<file path="src/sv/tnrn_pkg.sv">
// Shared types, byte codes and reset constants for the telnet receive negotiator.
`default_nettype none

package tnrn_pkg;

   // Table size and register reset values
   localparam int          NUM_OPTIONS_DEF   = 64;
   localparam logic [63:0] WE_CAN_RESET      = 64'd4311744617;
   localparam logic [63:0] THEY_SHOULD_RESET = 64'd107;

   // Telnet byte codes
   localparam logic [7:0] B_IAC  = 8'd255;
   localparam logic [7:0] B_DONT = 8'd254;
   localparam logic [7:0] B_DO   = 8'd253;
   localparam logic [7:0] B_WONT = 8'd252;
   localparam logic [7:0] B_WILL = 8'd251;
   localparam logic [7:0] B_SB   = 8'd250;
   localparam logic [7:0] B_DM   = 8'd242;
   localparam logic [7:0] B_SE   = 8'd240;
   localparam logic [7:0] B_CR   = 8'd13;
   localparam logic [7:0] B_NUL  = 8'd0;

   // Item opcodes
   localparam logic [2:0] OP_RX   = 3'd0;
   localparam logic [2:0] OP_DO   = 3'd1;
   localparam logic [2:0] OP_DONT = 3'd2;
   localparam logic [2:0] OP_WILL = 3'd3;
   localparam logic [2:0] OP_WONT = 3'd4;

   // Register indexes
   localparam logic CSR_WE_CAN      = 1'b0;
   localparam logic CSR_THEY_SHOULD = 1'b1;

   // Per-option negotiation state (Q method)
   typedef enum logic [2:0] {
      OPT_NO       = 3'd0,
      OPT_YES      = 3'd1,
      OPT_WANTNO   = 3'd2,
      OPT_WANTNOQ  = 3'd3,
      OPT_WANTYES  = 3'd4,
      OPT_WANTYESQ = 3'd5
   } opt_st_type;

   // Receive parser state
   typedef enum logic [3:0] {
      PS_NORMAL = 4'd0,
      PS_CR     = 4'd1,
      PS_IAC    = 4'd2,
      PS_DO     = 4'd3,
      PS_DONT   = 4'd4,
      PS_WILL   = 4'd5,
      PS_WONT   = 4'd6,
      PS_SUB    = 4'd7,
      PS_SUBIAC = 4'd8
   } ps_type;

   // Write-back to one option table
   typedef struct packed {
      logic       en;
      opt_st_type st;
   } tbl_wr_type;

   // One result item
   typedef struct packed {
      logic       valid;
      logic       data_valid;
      logic [7:0] data_byte;
      logic       send_valid;
      logic [7:0] send_command;
      logic [7:0] send_option;
      logic       request_done;
      logic       request_ok;
   } rsp_type;

endpackage

`default_nettype wire

</file>
<file path="src/sv/telnet_receive_negotiator.sv">
// Top level: input stage, option tables, decision stage and result register.
// An accepted item is held in the input stage; its result is held in the result register.
// Throughput: one item per cycle unless the result output stalls; each item does one
// read-modify-write of an option table (registered read, bypass of the last item's write).
// Reset: synchronous, clears parser state, pipeline, registers to defaults and the
// table valid bits; no clearing pass, items are taken right after reset.
`default_nettype none

module telnet_receive_negotiator #(
   parameter int NUM_OPTIONS = tnrn_pkg::NUM_OPTIONS_DEF
) (
   input  wire logic        clock,
   input  wire logic        reset,
   // Item input
   input  wire logic        req_valid,
   output logic             req_ready,
   input  wire logic [2:0]  req_opcode,
   input  wire logic [7:0]  req_rx_byte,
   input  wire logic [7:0]  req_option_code,
   // Result output
   output logic             rsp_valid,
   input  wire logic        rsp_ready,
   output logic             rsp_data_valid,
   output logic [7:0]       rsp_data_byte,
   output logic             rsp_send_valid,
   output logic [7:0]       rsp_send_command,
   output logic [7:0]       rsp_send_option,
   output logic             rsp_request_done,
   output logic             rsp_request_ok,
   // Register writes
   input  wire logic        csr_valid,
   output logic             csr_ready,
   input  wire logic        csr_index,
   input  wire logic [63:0] csr_data
);

   localparam int AW = (NUM_OPTIONS > 1) ? $clog2(NUM_OPTIONS) : 1;

   logic                 req_acc;
   logic                 s1_fire;
   logic                 s1_valid_ff;
   logic [2:0]           s1_op_ff;
   logic [7:0]           s1_rx_ff;
   logic [7:0]           s1_opt_ff;
   logic [7:0]           s0_byte;
   logic [7:0]           s1_byte;
   logic [AW-1:0]        rd_addr;
   logic [AW-1:0]        wr_addr;
   tnrn_pkg::ps_type     parse_ff;
   tnrn_pkg::ps_type     parse_in;
   logic                 their0_yes_ff;
   logic [63:0]          we_can_ff;
   logic [63:0]          they_should_ff;
   tnrn_pkg::opt_st_type our_st;
   tnrn_pkg::opt_st_type their_st;
   tnrn_pkg::tbl_wr_type our_wr;
   tnrn_pkg::tbl_wr_type their_wr;
   tnrn_pkg::rsp_type    res;
   logic                 rsp_valid_ff;
   tnrn_pkg::rsp_type    res_ff;

   // Handshakes
   assign s1_fire   = s1_valid_ff && (!rsp_valid_ff || rsp_ready);
   assign req_ready = !s1_valid_ff || s1_fire;
   assign req_acc   = req_valid && req_ready;
   assign csr_ready = 1'b1;

   // Table address: option byte of a received byte or of a local request
   assign s0_byte = (req_opcode == tnrn_pkg::OP_RX) ? req_rx_byte : req_option_code;
   assign rd_addr = s0_byte[AW-1:0];
   assign s1_byte = (s1_op_ff == tnrn_pkg::OP_RX) ? s1_rx_ff : s1_opt_ff;
   assign wr_addr = s1_byte[AW-1:0];

   // Input stage
   always_ff @(posedge clock) begin
      if (reset) begin
         s1_valid_ff <= 1'b0;
      end else if (req_ready) begin
         s1_valid_ff <= req_valid;
      end
      if (req_acc) begin
         s1_op_ff  <= req_opcode;
         s1_rx_ff  <= req_rx_byte;
         s1_opt_ff <= req_option_code;
      end
   end

   tnrn_opt_mem #(
      .NUM_OPTIONS (NUM_OPTIONS),
      .AW          (AW)
   ) u_our_mem (
      .clock    (clock),
      .reset    (reset),
      .rd_en    (req_acc),
      .rd_addr  (rd_addr),
      .wr_en    (s1_fire && our_wr.en),
      .wr_addr  (wr_addr),
      .wr_data  (our_wr.st),
      .rd_state (our_st)
   );

   tnrn_opt_mem #(
      .NUM_OPTIONS (NUM_OPTIONS),
      .AW          (AW)
   ) u_their_mem (
      .clock    (clock),
      .reset    (reset),
      .rd_en    (req_acc),
      .rd_addr  (rd_addr),
      .wr_en    (s1_fire && their_wr.en),
      .wr_addr  (wr_addr),
      .wr_data  (their_wr.st),
      .rd_state (their_st)
   );

   tnrn_step #(
      .NUM_OPTIONS (NUM_OPTIONS)
   ) u_step (
      .parse            (parse_ff),
      .opcode           (s1_op_ff),
      .rx_byte          (s1_rx_ff),
      .option_code      (s1_opt_ff),
      .our_st           (our_st),
      .their_st         (their_st),
      .their0_yes       (their0_yes_ff),
      .we_can_mask      (we_can_ff),
      .they_should_mask (they_should_ff),
      .parse_in         (parse_in),
      .our_wr           (our_wr),
      .their_wr         (their_wr),
      .res              (res)
   );

   // Parser state and shadow of peer binary (their option 0 is yes)
   always_ff @(posedge clock) begin
      if (reset) begin
         parse_ff      <= tnrn_pkg::PS_NORMAL;
         their0_yes_ff <= 1'b0;
      end else if (s1_fire) begin
         parse_ff <= parse_in;
         if (their_wr.en && (s1_byte == 8'd0)) begin
            their0_yes_ff <= (their_wr.st == tnrn_pkg::OPT_YES);
         end
      end
   end

   // Permission masks
   always_ff @(posedge clock) begin
      if (reset) begin
         we_can_ff      <= tnrn_pkg::WE_CAN_RESET;
         they_should_ff <= tnrn_pkg::THEY_SHOULD_RESET;
      end else if (csr_valid) begin
         unique case (csr_index)
            tnrn_pkg::CSR_WE_CAN:      we_can_ff      <= csr_data;
            tnrn_pkg::CSR_THEY_SHOULD: they_should_ff <= csr_data;
         endcase
      end
   end

   // Result register
   always_ff @(posedge clock) begin
      if (reset) begin
         rsp_valid_ff <= 1'b0;
      end else if (s1_fire) begin
         rsp_valid_ff <= res.valid;
      end else if (rsp_ready) begin
         rsp_valid_ff <= 1'b0;
      end
      if (s1_fire && res.valid) begin
         res_ff <= res;
      end
   end

   assign rsp_valid        = rsp_valid_ff;
   assign rsp_data_valid   = res_ff.data_valid;
   assign rsp_data_byte    = res_ff.data_byte;
   assign rsp_send_valid   = res_ff.send_valid;
   assign rsp_send_command = res_ff.send_command;
   assign rsp_send_option  = res_ff.send_option;
   assign rsp_request_done = res_ff.request_done;
   assign rsp_request_ok   = res_ff.request_ok;

`ifndef SYNTHESIS
   a_empty_after_reset: assert property (@(posedge clock)
      $past(reset) |-> !s1_valid_ff && !rsp_valid_ff)
      else $error("pipeline not empty after reset");

   a_no_empty_result: assert property (@(posedge clock) disable iff (reset)
      rsp_valid_ff |-> (res_ff.data_valid || res_ff.send_valid || res_ff.request_done))
      else $error("result item carries nothing");

   a_data_alone: assert property (@(posedge clock) disable iff (reset)
      rsp_valid_ff && res_ff.data_valid |-> !res_ff.send_valid && !res_ff.request_done)
      else $error("data byte mixed with command or request answer");

   a_send_code: assert property (@(posedge clock) disable iff (reset)
      rsp_valid_ff && res_ff.send_valid |->
         (res_ff.send_command == tnrn_pkg::B_WILL) || (res_ff.send_command == tnrn_pkg::B_WONT) ||
         (res_ff.send_command == tnrn_pkg::B_DO) || (res_ff.send_command == tnrn_pkg::B_DONT))
      else $error("bad negotiation command");

   a_ok_needs_done: assert property (@(posedge clock) disable iff (reset)
      rsp_valid_ff && res_ff.request_ok |-> res_ff.request_done)
      else $error("request_ok without request_done");
`endif

endmodule

`default_nettype wire

</file>
<file path="src/sv/tnrn_opt_mem.sv">
// Option state table: synchronous memory with per-entry valid bits and write bypass.
`default_nettype none

module tnrn_opt_mem #(
   parameter int NUM_OPTIONS = tnrn_pkg::NUM_OPTIONS_DEF,
   parameter int AW          = 6
) (
   input  wire logic                 clock,
   input  wire logic                 reset,
   input  wire logic                 rd_en,
   input  wire logic [AW-1:0]        rd_addr,
   input  wire logic                 wr_en,
   input  wire logic [AW-1:0]        wr_addr,
   input  wire tnrn_pkg::opt_st_type wr_data,
   output tnrn_pkg::opt_st_type      rd_state
);

   tnrn_pkg::opt_st_type mem [NUM_OPTIONS];
   logic [NUM_OPTIONS-1:0] valid_ff;
   tnrn_pkg::opt_st_type   rdata_ff;
   logic [AW-1:0]          rd_addr_ff;
   logic                   byp_hit_ff;
   tnrn_pkg::opt_st_type   byp_data_ff;

   // Write port
   always_ff @(posedge clock) begin
      if (wr_en) begin
         mem[wr_addr] <= wr_data;
      end
   end

   // Valid bits: an entry never written reads as no
   always_ff @(posedge clock) begin
      if (reset) begin
         valid_ff <= '0;
      end else if (wr_en) begin
         valid_ff[wr_addr] <= 1'b1;
      end
   end

   // Read port, registered; catch a write to the same entry in the read cycle
   always_ff @(posedge clock) begin
      if (rd_en) begin
         rdata_ff    <= mem[rd_addr];
         rd_addr_ff  <= rd_addr;
         byp_hit_ff  <= wr_en && (wr_addr == rd_addr);
         byp_data_ff <= wr_data;
      end
   end

   assign rd_state = byp_hit_ff ? byp_data_ff :
                     (valid_ff[rd_addr_ff] ? rdata_ff : tnrn_pkg::OPT_NO);

endmodule

`default_nettype wire

</file>
<file path="src/sv/tnrn_step.sv">
// Per-item decision: receive parser, peer negotiation and local requests.
`default_nettype none

module tnrn_step #(
   parameter int NUM_OPTIONS = tnrn_pkg::NUM_OPTIONS_DEF
) (
   input  wire tnrn_pkg::ps_type     parse,
   input  wire logic [2:0]           opcode,
   input  wire logic [7:0]           rx_byte,
   input  wire logic [7:0]           option_code,
   input  wire tnrn_pkg::opt_st_type our_st,
   input  wire tnrn_pkg::opt_st_type their_st,
   input  wire logic                 their0_yes,
   input  wire logic [63:0]          we_can_mask,
   input  wire logic [63:0]          they_should_mask,
   output tnrn_pkg::ps_type          parse_in,
   output tnrn_pkg::tbl_wr_type      our_wr,
   output tnrn_pkg::tbl_wr_type      their_wr,
   output tnrn_pkg::rsp_type         res
);

   typedef struct packed {
      tnrn_pkg::opt_st_type st;
      logic                 send;
      logic                 pos;
      logic                 ok;
   } act_type;

   // Peer sent DO/WILL (enable) or DONT/WONT (disable)
   function automatic act_type peer_fn(input logic en, input tnrn_pkg::opt_st_type cur,
                                       input logic permit);
      act_type a;
      a = '{st: cur, send: 1'b0, pos: 1'b0, ok: 1'b0};
      if (en) begin
         unique case (cur)
            tnrn_pkg::OPT_NO: begin
               a.send = 1'b1;
               if (permit) begin
                  a.st  = tnrn_pkg::OPT_YES;
                  a.pos = 1'b1;
               end
            end
            tnrn_pkg::OPT_WANTNO:   a.st = tnrn_pkg::OPT_NO;
            tnrn_pkg::OPT_WANTNOQ:  a.st = tnrn_pkg::OPT_YES;
            tnrn_pkg::OPT_WANTYES:  a.st = tnrn_pkg::OPT_YES;
            tnrn_pkg::OPT_WANTYESQ: begin
               a.st   = tnrn_pkg::OPT_WANTNO;
               a.send = 1'b1;
            end
            default: ;
         endcase
      end else begin
         unique case (cur)
            tnrn_pkg::OPT_YES: begin
               a.st   = tnrn_pkg::OPT_NO;
               a.send = 1'b1;
            end
            tnrn_pkg::OPT_WANTNO:   a.st = tnrn_pkg::OPT_NO;
            tnrn_pkg::OPT_WANTNOQ: begin
               a.st   = tnrn_pkg::OPT_WANTYES;
               a.send = 1'b1;
               a.pos  = 1'b1;
            end
            tnrn_pkg::OPT_WANTYES:  a.st = tnrn_pkg::OPT_NO;
            tnrn_pkg::OPT_WANTYESQ: a.st = tnrn_pkg::OPT_NO;
            default: ;
         endcase
      end
      return a;
   endfunction

   // Local enable/disable request
   function automatic act_type local_fn(input logic en, input tnrn_pkg::opt_st_type cur);
      act_type a;
      a = '{st: cur, send: 1'b0, pos: 1'b0, ok: 1'b0};
      if (en) begin
         unique case (cur)
            tnrn_pkg::OPT_NO: begin
               a.st   = tnrn_pkg::OPT_WANTYES;
               a.send = 1'b1;
               a.ok   = 1'b1;
            end
            tnrn_pkg::OPT_WANTNO: begin
               a.st = tnrn_pkg::OPT_WANTNOQ;
               a.ok = 1'b1;
            end
            tnrn_pkg::OPT_WANTNOQ:  a.st = tnrn_pkg::OPT_NO;
            tnrn_pkg::OPT_WANTYES:  a.st = tnrn_pkg::OPT_NO;
            tnrn_pkg::OPT_WANTYESQ: begin
               a.st = tnrn_pkg::OPT_WANTYES;
               a.ok = 1'b1;
            end
            default: ;
         endcase
      end else begin
         unique case (cur)
            tnrn_pkg::OPT_YES: begin
               a.st   = tnrn_pkg::OPT_WANTNO;
               a.send = 1'b1;
               a.ok   = 1'b1;
            end
            tnrn_pkg::OPT_WANTNO:   a.st = tnrn_pkg::OPT_NO;
            tnrn_pkg::OPT_WANTNOQ: begin
               a.st = tnrn_pkg::OPT_WANTNO;
               a.ok = 1'b1;
            end
            tnrn_pkg::OPT_WANTYES: begin
               a.st = tnrn_pkg::OPT_WANTYESQ;
               a.ok = 1'b1;
            end
            tnrn_pkg::OPT_WANTYESQ: a.st = tnrn_pkg::OPT_YES;
            default: ;
         endcase
      end
      return a;
   endfunction

   logic [7:0]           opt_byte;
   logic                 in_range;
   logic                 we_ok;
   logic                 they_ok;
   logic                 do_norm;
   logic                 do_iac;
   logic                 do_peer;
   logic                 peer_us;
   logic                 peer_en;
   logic                 loc_us;
   logic                 loc_en;
   tnrn_pkg::opt_st_type cur;
   act_type              act;

   always_comb begin
      parse_in = parse;
      our_wr   = '0;
      their_wr = '0;
      res      = '0;
      do_norm  = 1'b0;
      do_iac   = 1'b0;
      do_peer  = 1'b0;
      peer_us  = 1'b0;
      peer_en  = 1'b0;
      loc_us   = 1'b0;
      loc_en   = 1'b0;
      cur      = tnrn_pkg::OPT_NO;
      act      = '0;

      opt_byte = (opcode == tnrn_pkg::OP_RX) ? rx_byte : option_code;
      in_range = {1'b0, opt_byte} < 9'(NUM_OPTIONS);
      we_ok    = (opt_byte[7:6] == 2'b00) && we_can_mask[opt_byte[5:0]];
      they_ok  = (opt_byte[7:6] == 2'b00) && they_should_mask[opt_byte[5:0]];

      case (opcode)
         tnrn_pkg::OP_RX: begin
            // Parser dispatch
            unique case (parse)
               tnrn_pkg::PS_CR: begin
                  parse_in = tnrn_pkg::PS_NORMAL;
                  do_norm  = (rx_byte != tnrn_pkg::B_NUL);
               end
               tnrn_pkg::PS_NORMAL: do_norm = 1'b1;
               tnrn_pkg::PS_IAC:    do_iac  = 1'b1;
               tnrn_pkg::PS_DO: begin
                  parse_in = tnrn_pkg::PS_NORMAL;
                  do_peer  = 1'b1;
                  peer_us  = 1'b1;
                  peer_en  = 1'b1;
               end
               tnrn_pkg::PS_DONT: begin
                  parse_in = tnrn_pkg::PS_NORMAL;
                  do_peer  = 1'b1;
                  peer_us  = 1'b1;
               end
               tnrn_pkg::PS_WILL: begin
                  parse_in = tnrn_pkg::PS_NORMAL;
                  do_peer  = 1'b1;
                  peer_en  = 1'b1;
               end
               tnrn_pkg::PS_WONT: begin
                  parse_in = tnrn_pkg::PS_NORMAL;
                  do_peer  = 1'b1;
               end
               tnrn_pkg::PS_SUB: begin
                  if (rx_byte == tnrn_pkg::B_IAC) begin
                     parse_in = tnrn_pkg::PS_SUBIAC;
                  end
               end
               tnrn_pkg::PS_SUBIAC: begin
                  if (rx_byte == tnrn_pkg::B_SE) begin
                     parse_in = tnrn_pkg::PS_NORMAL;
                  end else if (rx_byte == tnrn_pkg::B_IAC) begin
                     parse_in = tnrn_pkg::PS_SUB;
                  end else begin
                     do_iac = 1'b1;
                  end
               end
               default: parse_in = tnrn_pkg::PS_NORMAL;
            endcase

            // Plain data byte
            if (do_norm) begin
               if (rx_byte == tnrn_pkg::B_IAC) begin
                  parse_in = tnrn_pkg::PS_IAC;
               end else begin
                  parse_in = (rx_byte == tnrn_pkg::B_CR && !their0_yes) ?
                             tnrn_pkg::PS_CR : tnrn_pkg::PS_NORMAL;
                  res.valid      = 1'b1;
                  res.data_valid = 1'b1;
                  res.data_byte  = rx_byte;
               end
            end

            // Command byte after IAC
            if (do_iac) begin
               case (rx_byte)
                  tnrn_pkg::B_IAC: begin
                     parse_in       = tnrn_pkg::PS_NORMAL;
                     res.valid      = 1'b1;
                     res.data_valid = 1'b1;
                     res.data_byte  = tnrn_pkg::B_IAC;
                  end
                  tnrn_pkg::B_DO:   parse_in = tnrn_pkg::PS_DO;
                  tnrn_pkg::B_DONT: parse_in = tnrn_pkg::PS_DONT;
                  tnrn_pkg::B_WILL: parse_in = tnrn_pkg::PS_WILL;
                  tnrn_pkg::B_WONT: parse_in = tnrn_pkg::PS_WONT;
                  tnrn_pkg::B_SB:   parse_in = tnrn_pkg::PS_SUB;
                  default:          parse_in = tnrn_pkg::PS_NORMAL;
               endcase
            end

            // Peer negotiation on our side (DO/DONT) or theirs (WILL/WONT)
            if (do_peer) begin
               if (!in_range) begin
                  if (peer_en) begin
                     res.valid        = 1'b1;
                     res.send_valid   = 1'b1;
                     res.send_command = peer_us ? tnrn_pkg::B_WONT : tnrn_pkg::B_DONT;
                     res.send_option  = opt_byte;
                  end
               end else begin
                  cur = peer_us ? our_st : their_st;
                  act = peer_fn(peer_en, cur, peer_us ? we_ok : they_ok);
                  if (peer_us) begin
                     our_wr = '{en: 1'b1, st: act.st};
                  end else begin
                     their_wr = '{en: 1'b1, st: act.st};
                  end
                  if (act.send) begin
                     res.valid        = 1'b1;
                     res.send_valid   = 1'b1;
                     res.send_option  = opt_byte;
                     if (peer_us) begin
                        res.send_command = act.pos ? tnrn_pkg::B_WILL : tnrn_pkg::B_WONT;
                     end else begin
                        res.send_command = act.pos ? tnrn_pkg::B_DO : tnrn_pkg::B_DONT;
                     end
                  end
               end
            end
         end

         tnrn_pkg::OP_DO, tnrn_pkg::OP_DONT, tnrn_pkg::OP_WILL, tnrn_pkg::OP_WONT: begin
            // Local request always answers
            loc_us = (opcode == tnrn_pkg::OP_WILL) || (opcode == tnrn_pkg::OP_WONT);
            loc_en = (opcode == tnrn_pkg::OP_DO) || (opcode == tnrn_pkg::OP_WILL);
            res.valid        = 1'b1;
            res.request_done = 1'b1;
            if (in_range) begin
               cur = loc_us ? our_st : their_st;
               act = local_fn(loc_en, cur);
               if (loc_us) begin
                  our_wr = '{en: 1'b1, st: act.st};
               end else begin
                  their_wr = '{en: 1'b1, st: act.st};
               end
               res.request_ok = act.ok;
               if (act.send) begin
                  res.send_valid  = 1'b1;
                  res.send_option = opt_byte;
                  case (opcode)
                     tnrn_pkg::OP_DO:   res.send_command = tnrn_pkg::B_DO;
                     tnrn_pkg::OP_DONT: res.send_command = tnrn_pkg::B_DONT;
                     tnrn_pkg::OP_WILL: res.send_command = tnrn_pkg::B_WILL;
                     default:           res.send_command = tnrn_pkg::B_WONT;
                  endcase
               end
            end
         end

         default: ;
      endcase
   end

endmodule

`default_nettype wire
</file>
<file path="config.mk">
export PLATFORM = sky130hd
export DESIGN_NAME = telnet_receive_negotiator
export DESIGN_NICKNAME = d
export VERILOG_FILES = /design/src/sv/tnrn_pkg.sv /design/src/sv/telnet_receive_negotiator.sv /design/src/sv/tnrn_opt_mem.sv /design/src/sv/tnrn_step.sv
export SDC_FILE = /design/constraint.sdc
export NUM_CORES = 1
export LEC_CHECK = 0
export BUFFER_PORTS_ARGS = -buffer_cell sky130_fd_sc_hd__buf_2
export CAP_MARGIN = 20
export CORE_ASPECT_RATIO = 0.5
export CORE_MARGIN = 8
export CORE_UTILIZATION = 50
export CTS_BUF_LIST = sky130_fd_sc_hd__clkbuf_8
export DETAILED_ROUTE_END_ITERATION = 12
export PLACE_DENSITY_LB_ADDON = 0.05
export SLEW_MARGIN = 5
export SYNTH_ARGS = -nofsm -noshare
export SYNTH_HDL_FRONTEND = slang
export SYNTH_SLANG_ARGS = --single-unit
export TNS_END_PERCENT = 10
</file>
<file path="constraint.sdc">
create_clock -name clock -period 8.4 [get_ports clock]
set_input_delay 1.68 -clock clock [delete_from_list [all_inputs] [get_ports clock]]
set_output_delay 1.68 -clock clock [all_outputs]
set_load 0.01 [all_outputs]
</file>
==> After elaboration in Yosys (flattened, before gate mapping) <==
Memories as Yosys holds them, arrays and structs flattened. A register that Yosys moved wholly into a read port is not among the register bits.
Index checks and enable logic that the tools add are counted.
{ "word_totals": {"ff_bits": 324, "mem_bits_rw": 384, "in_bits": 89, "wordCells": 217, "n_memories": 2} }
{ "op_classes": {"magnitude_cmp": 4, "eq_ne": 35, "muxes": 103, "bitwise_logic": 3, "reduce_logical": 47} }
{ "memory_table": {"columns": ["name", "words", "word_bits", "read_ports", "rd_clocked_by_memory_dff", "wr", "line", "rtl"], "rows": [
  ["u_our_mem.mem", 64, 3, 1, 1, 1, "tnrn_opt_mem.sv:18", "tnrn_pkg::opt_st_type mem [NUM_OPTIONS];"],
  ["u_their_mem.mem", 64, 3, 1, 1, 1, "tnrn_opt_mem.sv:18", null]
]} }
{ "ops": {"columns": ["cell", "count"], "rows": [
  ["$or A64 B64 Y64", 2],
  ["$mux W17", 6],
  ["$mux W4", 19],
  ["$eq A8 B8 Y1 const B", 7],
  ["$mux W10", 4],
  ["$mux W1", 38],
  ["$pmux W17 S2", 1],
  ["$bmux W1 S6", 4],
  ["$mux W3", 8],
  ["$pmux W3 S4", 2],
  ["$mux W5", 4],
  ["$eq A3 B2 Y1 const B", 6],
  ["$pmux W3 S3", 2],
  ["$reduce_or A2 Y1", 9],
  ["$eq A4 B3 Y1 const B", 4],
  ["$mux W8", 2],
  ["$pmux W4 S2", 2],
  ["$eq A3 B3 Y1 const B", 5],
  ["$pmux W3 S5", 1],
  ["$lt A6 B7 Y1 const B", 2],
  ["$eq A3 B1 Y1 const B", 4],
  ["$logic_and A1 B1 Y1", 12],
  ["$logic_not A3 Y1", 4],
  ["$pmux W4 S3", 1],
  ["other kinds (27)", 43]
]} }

==> Depth between registers and ports, before layout <==
Gate-level depths: netlist of the first run.
{ "logic_depth": {"ltp_word": 19, "mapped_depth": 18, "mapped_depth_nobuf": 14} }

==> By module <==
Synthesis of the first run repeated with hierarchy kept, for this count alone.
{ "unflattened": {"hier_cells": 2476, "area_unflattened_um2": 30999.7} }
{ "by_module_without_submodules": {"columns": ["mod", "n_inst", "cells_each", "area_each_um2", "seq_area_each_um2"], "rows": [
  ["tnrn_opt_mem (u_our_mem)", 1, 678, 10794.1, 7437.1],
  ["tnrn_opt_mem (u_their_mem)", 1, 660, 10710.3, 7437.1],
  ["telnet_receive_negotiator", 1, 657, 6269.8, 4113.9],
  ["tnrn_step", 1, 481, 3225.6, 0.0]
]} }

==> Worst setup path before layout of the first run <==
Ideal clock, no wire load.
{ "synth_timing": {"kind": "reg2reg", "from": "register s1_op_ff[2]", "to": "register u_our_mem.byp_data_ff[0], data pin", "setup_time_ns": 0.560, "arrival_ns": 4.841, "t_required_ns": 7.840, "slack_ns": 2.999, "stages_incl_launch_ff": 14, "synth_period_minus_slack_ns": 5.401, "path_cell_list": "edfxtp_1 > or3_1 > buf_2 > mux2_4 > buf_4 > a31oi_1 > o22ai_1 > or4_1 > or4_1 > a31o_1 > o21bai_1 > a31o_2 > inv_1 > o22ai_1"} }
{ "synth_rtl": {"columns": ["element", "line", "rtl"], "rows": [
  ["from (decl)", "telnet_receive_negotiator.sv:42", "logic [2:0] s1_op_ff;"],
  ["from (signal assigned)", "telnet_receive_negotiator.sv:82", "s1_op_ff <= req_opcode;"],
  ["to (signal assigned)", "tnrn_opt_mem.sv:47", "byp_data_ff <= wr_data;"],
  ["to (decl)", "tnrn_opt_mem.sv:23", "tnrn_pkg::opt_st_type byp_data_ff;"]
]} }

==> results of run 1 <==
==> cell usage after synthesis (5+ instances only) <==
| cell type | n |
|---|---|
| a211oi_1 | 31 |
| edfxtp_1 | 446 |
| a22oi_1 | 10 |
| nand3_1 | 253 |
| mux4_2 | 20 |
| nand2_1 | 804 |
| nor4_1 | 9 |
| clkbuf_1 | 153 |
| a31oi_1 | 36 |
| and3_1 | 54 |
| buf_2 | 18 |
| nand4_1 | 9 |
| or3_1 | 6 |
| xnor2_1 | 6 |
| inv_1 | 17 |
| and2_1 | 7 |
| nor2_1 | 198 |
| o21a_1 | 112 |
| nor2b_1 | 12 |
| o22ai_1 | 15 |
| buf_4 | 7 |
| o21ai_0 | 13 |
| a21o_1 | 5 |
| a311oi_1 | 61 |
| dfxtp_1 | 263 |
| a21oi_1 | 172 |
| nand2b_1 | 12 |
| buf_1 | 17 |
| mux2i_1 | 47 |
| nor3_1 | 13 |
==> per-stage QoR <==
stage | setup WS, ps | instances
final | 2971 | 3870
after global placement | 2977 | 3683
after global routing | 2654 | 3870
after CTS | 3005 | 3868
after detailed placement | 2917 | 3685
after floorplan | 2999 | 2911
==> routing by layer <==
layer  GRT usage  vias to the layer above
li1            -                    10523
met1      0.3535                    10986
met2      0.3726                      851
met3     0.06114                      146
met4     0.06177                        0
met5           0                        -
==> power breakdown <==
group          switching, mW  internal, mW
Sequential            0.0434          3.72
Combinational          0.419         0.182
Clock                   1.35          1.35
==> kinds of logic (layout without fill, tap and decap cells) <==
kind of cell               Yosys count  in the layout
muxes                               70             70
buffers and inverters              219            366
DFF                                709            709
other                                1              1
AOI/OAI and AO/OA                  498            498
and+or+nand+nor                   1404           1404
adders and majority gates            1              1
xor gates and xnor gates             9              9
==> area by class of cell <==
type | instances | share of cell area
well taps | 812 | 0.03045
repair buffers | 164 | 0.02943
clock buffers | 119 | 0.04908
multi-input cells | 1983 | 0.3194
clock inverters | 64 | 0.01012
inverters | 19 | 0.002362
flip-flops and latches | 709 | 0.5592
==> worst register-to-register path, cell delays in order (launching register included) <==
cell and delay, ps:
edfxtp_1 690, or4b_4 760, nand2_2 380, buf_4 510
nand2_1 110, nand3_1 100, a21oi_1 60, or4_1 540
or4_1 490, a31o_1 290, o21bai_1 160, a31o_2 220
inv_1 80, o22ai_4 80, buf_4 540
==> placed cells by master, fill, tap and decap left out, types with 5 or more instances in the layout <==
| master | instances |
|---|---|
| nand2_1 | 803 |
| edfxtp_1 | 446 |
| dfxtp_1 | 263 |
| nand3_1 | 253 |
| nor2_1 | 198 |
| a21oi_1 | 172 |
| clkbuf_8 | 119 |
| buf_2 | 117 |
| o21a_1 | 112 |
| a311oi_1 | 61 |
| and3_1 | 54 |
| inv_1 | 52 |
| buf_4 | 43 |
| mux2i_1 | 39 |
| a31oi_1 | 36 |
| a211oi_1 | 31 |
| mux4_2 | 20 |
| clkinv_2 | 18 |
| o21ai_0 | 12 |
| nor3_1 | 12 |
| nor2b_1 | 11 |
| nand2b_1 | 11 |
| o22ai_1 | 11 |
| a22oi_1 | 10 |
| nor4_1 | 9 |
| nand4_1 | 9 |
| or3_1 | 6 |
| mux2i_4 | 6 |
| xnor2_1 | 6 |
| a21o_1 | 5 |
==> final timing paths <==
kind	to
hold / removal	they_should_ff[12]
setup reg to reg	u_our_mem.mem[0][0]
hold reg to reg	they_should_ff[12]
setup / recovery	u_our_mem.mem[0][0]
==> state kept, by name, summed over array words and instances (netlist names), 4 cells and up <==
| register | cells |
|---|---|
| u_their_mem.rd_addr_ff | 6 |
| u_our_mem.mem | 192 |
| s1_rx_ff | 8 |
| they_should_ff | 64 |
| u_our_mem.valid_ff | 64 |
| we_can_ff | 64 |
| rsp_send_command | 4 |
| rsp_send_option | 8 |
| rsp_data_byte | 8 |
| u_their_mem.valid_ff | 64 |
| s1_opt_ff | 8 |
| parse_ff | 4 |
| u_their_mem.mem | 192 |
==> flow_summary.json, run 1 <==
{
  "first_pass_iters": 5,
  "syn_area_sq_um": 30040,
  "drive_gt1_frac": 0.1239,
  "crit_slowest_cell": "or4b_4",
  "fmax_mhz": 184.2,
  "dr.first_iter.drc_count": 2120,
  "setup_viol": 0,
  "viasPerCell": 5.816,
  "finClkSkew_ps": 48.30,
  "clockBufferDepth": 3,
  "slew_violations": 0,
  "synth.largest_area_cell": "edfxtp_1",
  "tightest_slew_ps": 1164,
  "worstSetupPathType": "flop to flop",
  "pin_count": 120,
  "synth_cells": 2911,
  "power_mw": 7.065,
  "avgSynthCellArea_sq_um": 10.32,
  "reg2reg_slack_ps": 2970,
  "ys_seq_area_frac": 0.6211,
  "holdPathStages": 2,
  "cts-resized-gates": 0,
  "die_area_sq_um": 68650,
  "rows": 63,
  "wl_met2_um": 38590,
  "syn_nets": 3001,
  "grt_pass1_vias": 21610,
  "final_nets": 3064,
  "yosys.area_share.adder": 0.0004165,
  "die_x_um": 362.6,
  "cts.sinks": 709,
  "postCtsSetupBuffers": 0,
  "required_ps": 8770,
  "finalSetupTns_ps": 0,
  "netlist_top_cells_area": "edfxtp_1 (45%), dfxtp_1 (18%), nand2_1 (10%)",
  "rsz0062_at_grt": "no",
  "wl_per_cell_um": 22.41,
  "syn_to_final_growth_pct": 11.08,
  "cts_hold_buf": 0,
  "cp-end-kind": "flop",
  "ys_async_sr_fraction": 0,
  "worst-path-buf-inv": 3,
  "p_per_area_nw_per_um2": 211.7,
  "numPortBuffers": 118,
  "vias": 22506,
  "ir_drop_v": 0.0001156,
  "post-route-period-util": 0.6463,
  "critPathLaunchType": "flop",
  "cts_buffers": 97,
  "top_layer": "met4",
  "hold_class": "flop to flop",
  "dpl.hpwl_um": 54710,
  "crit_start": "s1_op_ff[1]",
  "ys_types": 79,
  "wl_met1_um": 39060,
  "cp_cell_sequence": "or4b_4, nand2_2, buf_4, nand2_1, nand3_1, a21oi_1, or4_1, or4_1, a31o_1, o21bai_1, a31o_2, inv_1, o22ai_4, buf_4",
  "synth_xor_area_frac": 0.002624,
  "r2r.worst_path.cells": 14,
  "track_usage": 0.2459,
  "worstPathMaxFanout": 65,
  "synth_top_cell_area_share": 0.4459,
  "arrival_ps": 5800,
  "drc": 0,
  "yosysWarnings": 0,
  "gp_congestion": 0.8562,
  "wl_um": 86710,
  "n_antenna_cell": 0,
  "stdcell_area_sq_um": 33370,
  "place_area_sq_um": 31370,
  "clk_latency_ps": 710,
  "crit_family": "simple AND/OR/NAND/NOR gates",
  "synth_compound_area_frac": 0.1138,
  "synth_seq_cells": 709,
  "relSlewSlack": 0.2217,
  "r2r-start": "s1_op_ff[1]",
  "cap_violations": 0,
  "worstHoldStart": "they_should_ff[12]",
  "clockRootBuffer": "clkbuf_8",
  "synth_top_flop_cell": "edfxtp_1",
  "path_depth": 14,
  "clk_pin_slew_ps": 70,
  "synth-simple-area-share": 0.1997,
  "cts_tree": "built",
  "min_period_ps": 5429,
  "hold_viol": 0,
  "multi_input_area_sq_um": 10660,
  "power_leakage_nw": 12.26,
  "route.met3.wl_um": 7239,
  "whs_ps": 457.2,
  "synth_top_family_by_area": "simple AND/OR/NAND/NOR gates",
  "synth_edf_count": 446,
  "start_util": 0.5068,
  "overflow": 0,
  "coreArea_sq_um": 59280,
  "synthMuxAreaShare": 0.03191,
  "fill_cells": 5279,
  "outcome": "finished, final reports clean",
  "regArea_sq_um": 18660,
  "slowest_delay_ps": 750,
  "utilization": 0.5629,
  "ant_nets": 0,
  "antenna_found_initial": 1,
  "die_h_um": 189.3,
  "grt_pass1_wl_um": 131500,
  "cts_htree_levels": 3,
  "grt_max_degree": 135
}
No activity file was read; power rests on OpenSTA's default activity.
==> run 2: changes to the inputs <==
ABC_AREA = 1   (was default)
clock period = 5.6 ns   (was 8.4 ns; I/O delays follow)
==> flow_summary.json, run 2 <==
{
  "netlist_top_cells_area": "edfxtp_1 (44%), dfxtp_1 (17%), nor2_1 (11%)",
  "synth_cells": 3327,
  "pin_count": 120,
  "fill_cells": 5522,
  "slew_violations": 0,
  "cts_htree_levels": 3,
  "synth_top_flop_cell": "edfxtp_1",
  "grt_max_degree": 194,
  "syn_to_final_growth_pct": 10.23,
  "gp_congestion": 0.8547,
  "power_leakage_nw": 12.37,
  "finalSetupTns_ps": 0,
  "coreArea_sq_um": 59590,
  "wl_per_cell_um": 20.86,
  "mostFrequentLayoutCell": "nor2_1",
  "relSlewSlack": 0.3269,
  "worstPathMaxFanout": 45,
  "ir_drop_v": 0.0001607,
  "post-route-period-util": 0.7953,
  "die_area_sq_um": 69180,
  "rsz0062_at_grt": "no",
  "dpl.hpwl_um": 55610,
  "clk_pin_slew_ps": 70,
  "synth_edf_count": 446,
  "final_nets": 3477,
  "worstSetupPathType": "flop to flop",
  "cts_buffers": 101,
  "overflow": 0,
  "largestRegisters": "u_our_mem.mem x192, u_their_mem.mem x192",
  "numPortBuffers": 118,
  "first_pass_iters": 6,
  "cts_hold_buf": 0,
  "grt_pass1_wl_um": 135100,
  "p_per_area_nw_per_um2": 320.8,
  "hold_class": "flop to flop",
  "mostFrequentLayoutCells": "nor2_1 (912), edfxtp_1 (446), nand2_1 (445), o21ai_0 (365), dfxtp_1 (263)",
  "final.setup.worst_slack_ps": 1146,
  "utilization": 0.5602,
  "yosysWarnings": 0,
  "ys_seq_area_frac": 0.6161,
  "cts.sinks": 709,
  "rows": 63,
  "synth.largest_area_cell": "edfxtp_1",
  "clockBufferDepth": 3,
  "drive_gt1_frac": 0.1023,
  "cts-resized-gates": 0,
  "syn_area_sq_um": 30280,
  "grt_pass1_vias": 22479,
  "stdcell_area_sq_um": 33380,
  "start_util": 0.5082,
  "die_x_um": 364.0,
  "ys_types": 48,
  "hold_viol": 0,
  "required_ps": 6010,
  "vias": 24021,
  "fmax_mhz": 224.5,
  "arrival_ps": 4870,
  "track_usage": 0.2511,
  "clk_latency_ps": 720,
  "cap_violations": 0,
  "synthTopCellsByCount": "nor2_1 (913), nand2_1 (450), edfxtp_1 (446), o21ai_0 (366), dfxtp_1 (263)",
  "critPathLaunchType": "flop",
  "avgSynthCellArea_sq_um": 9.103,
  "min_period_ps": 4454,
  "synth_seq_cells": 709,
  "setup_viol": 0,
  "drc": 0,
  "antenna_found_initial": 1,
  "wl_um": 89330,
  "clockRootBuffer": "clkbuf_8",
  "outcome": "finished, final reports clean",
  "finClkSkew_ps": 38.96,
  "die_h_um": 190.0,
  "tightest_slew_ps": 1008,
  "ant_nets": 0,
  "yosysMostFrequentCell": "nor2_1",
  "viasPerCell": 5.610,
  "syn_nets": 3417,
  "ys_async_sr_fraction": 0,
  "postCtsSetupBuffers": 0,
  "cts_tree": "built",
  "pre_cts_ws_ps": 1162,
  "dr.first_iter.drc_count": 2621,
  "cp-end-kind": "flop",
  "synth_top_cell_area_share": 0.4422,
  "place_area_sq_um": 31430
}
==> run 2: metal layers <==
| metal | part of all wire | track usage |
|---|---|---|
| met1 | 0.44 | 0.3503 |
| met2 | 0.45 | 0.3965 |
| met3 | 0.087 | 0.05654 |
| met4 | 0.022 | 0.06716 |
| met5 | 0 | 0 |
==> run 2: per-stage QoR <==
step / power (mW) / instances / hold slack, ps
6_report: 10.71 / 4282 / 449.0
5_1_grt: 11.12 / 4282 / 468.6
4_1_cts: 10.76 / 4280 / 452.6
3_5_place_dp: 6.841 / 4095 / 437.3
3_3_place_gp: 6.832 / 4095 / 438.6
2_1_floorplan: 6.451 / 3327 / 423.6
==> run 2: worst paths after layout <==
path / cells after the start / from / end / slack, ps
hold / removal: 2 / we_can_ff[0] / we_can_ff[0] / 450
setup reg to reg: 19 / s1_op_ff[0] / u_our_mem.mem[40][0] / 1150
setup / recovery: 19 / s1_op_ff[0] / u_our_mem.mem[40][0] / 1150
hold reg to reg: 2 / we_can_ff[0] / we_can_ff[0] / 450
==> run 2: area by class of cell <==
cell class                 instances  area (sq um)  area share
tap                              812          1016     0.03043
multi-input combinational       2224         10060      0.3014
inverter                         190         721.9     0.02163
clock inverter                    65         272.8    0.008171
clock buffer                     120          1652     0.04947
timing repair buffer             161         998.5     0.02991
antenna                            1         2.502  0.00007496
sequential                       709         18660      0.5589
==> run 2: cells by family (layout without fill, tap and decap cells) <==
kind of cell    after synthesis  in the layout  synth area share
compound gates              617            617            0.1170
flops                       709            709            0.6161
xor+xnor                      4              4          0.001157
simple gates               1601           1601            0.2108
other cells                   1              2         0.0001238
fa+ha+maj                     1              1         0.0004131
buf+inv                     394            536           0.05445
==> run 2: critical path, stage by stage (launching register included) <==
cell	delay [ps]
edfxtp_1	450
nor2_4	170
nand2_4	190
nand2_2	140
nand2_4	280
inv_2	630
nand3_2	480
nor2_1	220
nor2_1	60
nand3_1	90
nand2_1	60
nand2_1	90
inv_1	40
nand3_1	110
nand3_1	90
nand2_1	70
nand2_1	70
nand3_1	90
nand2_2	360
buf_4	400
==> run 2: report_power, final <==
part           internal, mW  switching, mW  leakage, nW
clock                  1.94           2.02         1.14
sequential             5.62         0.0503         6.30
combinational         0.286          0.782         4.94
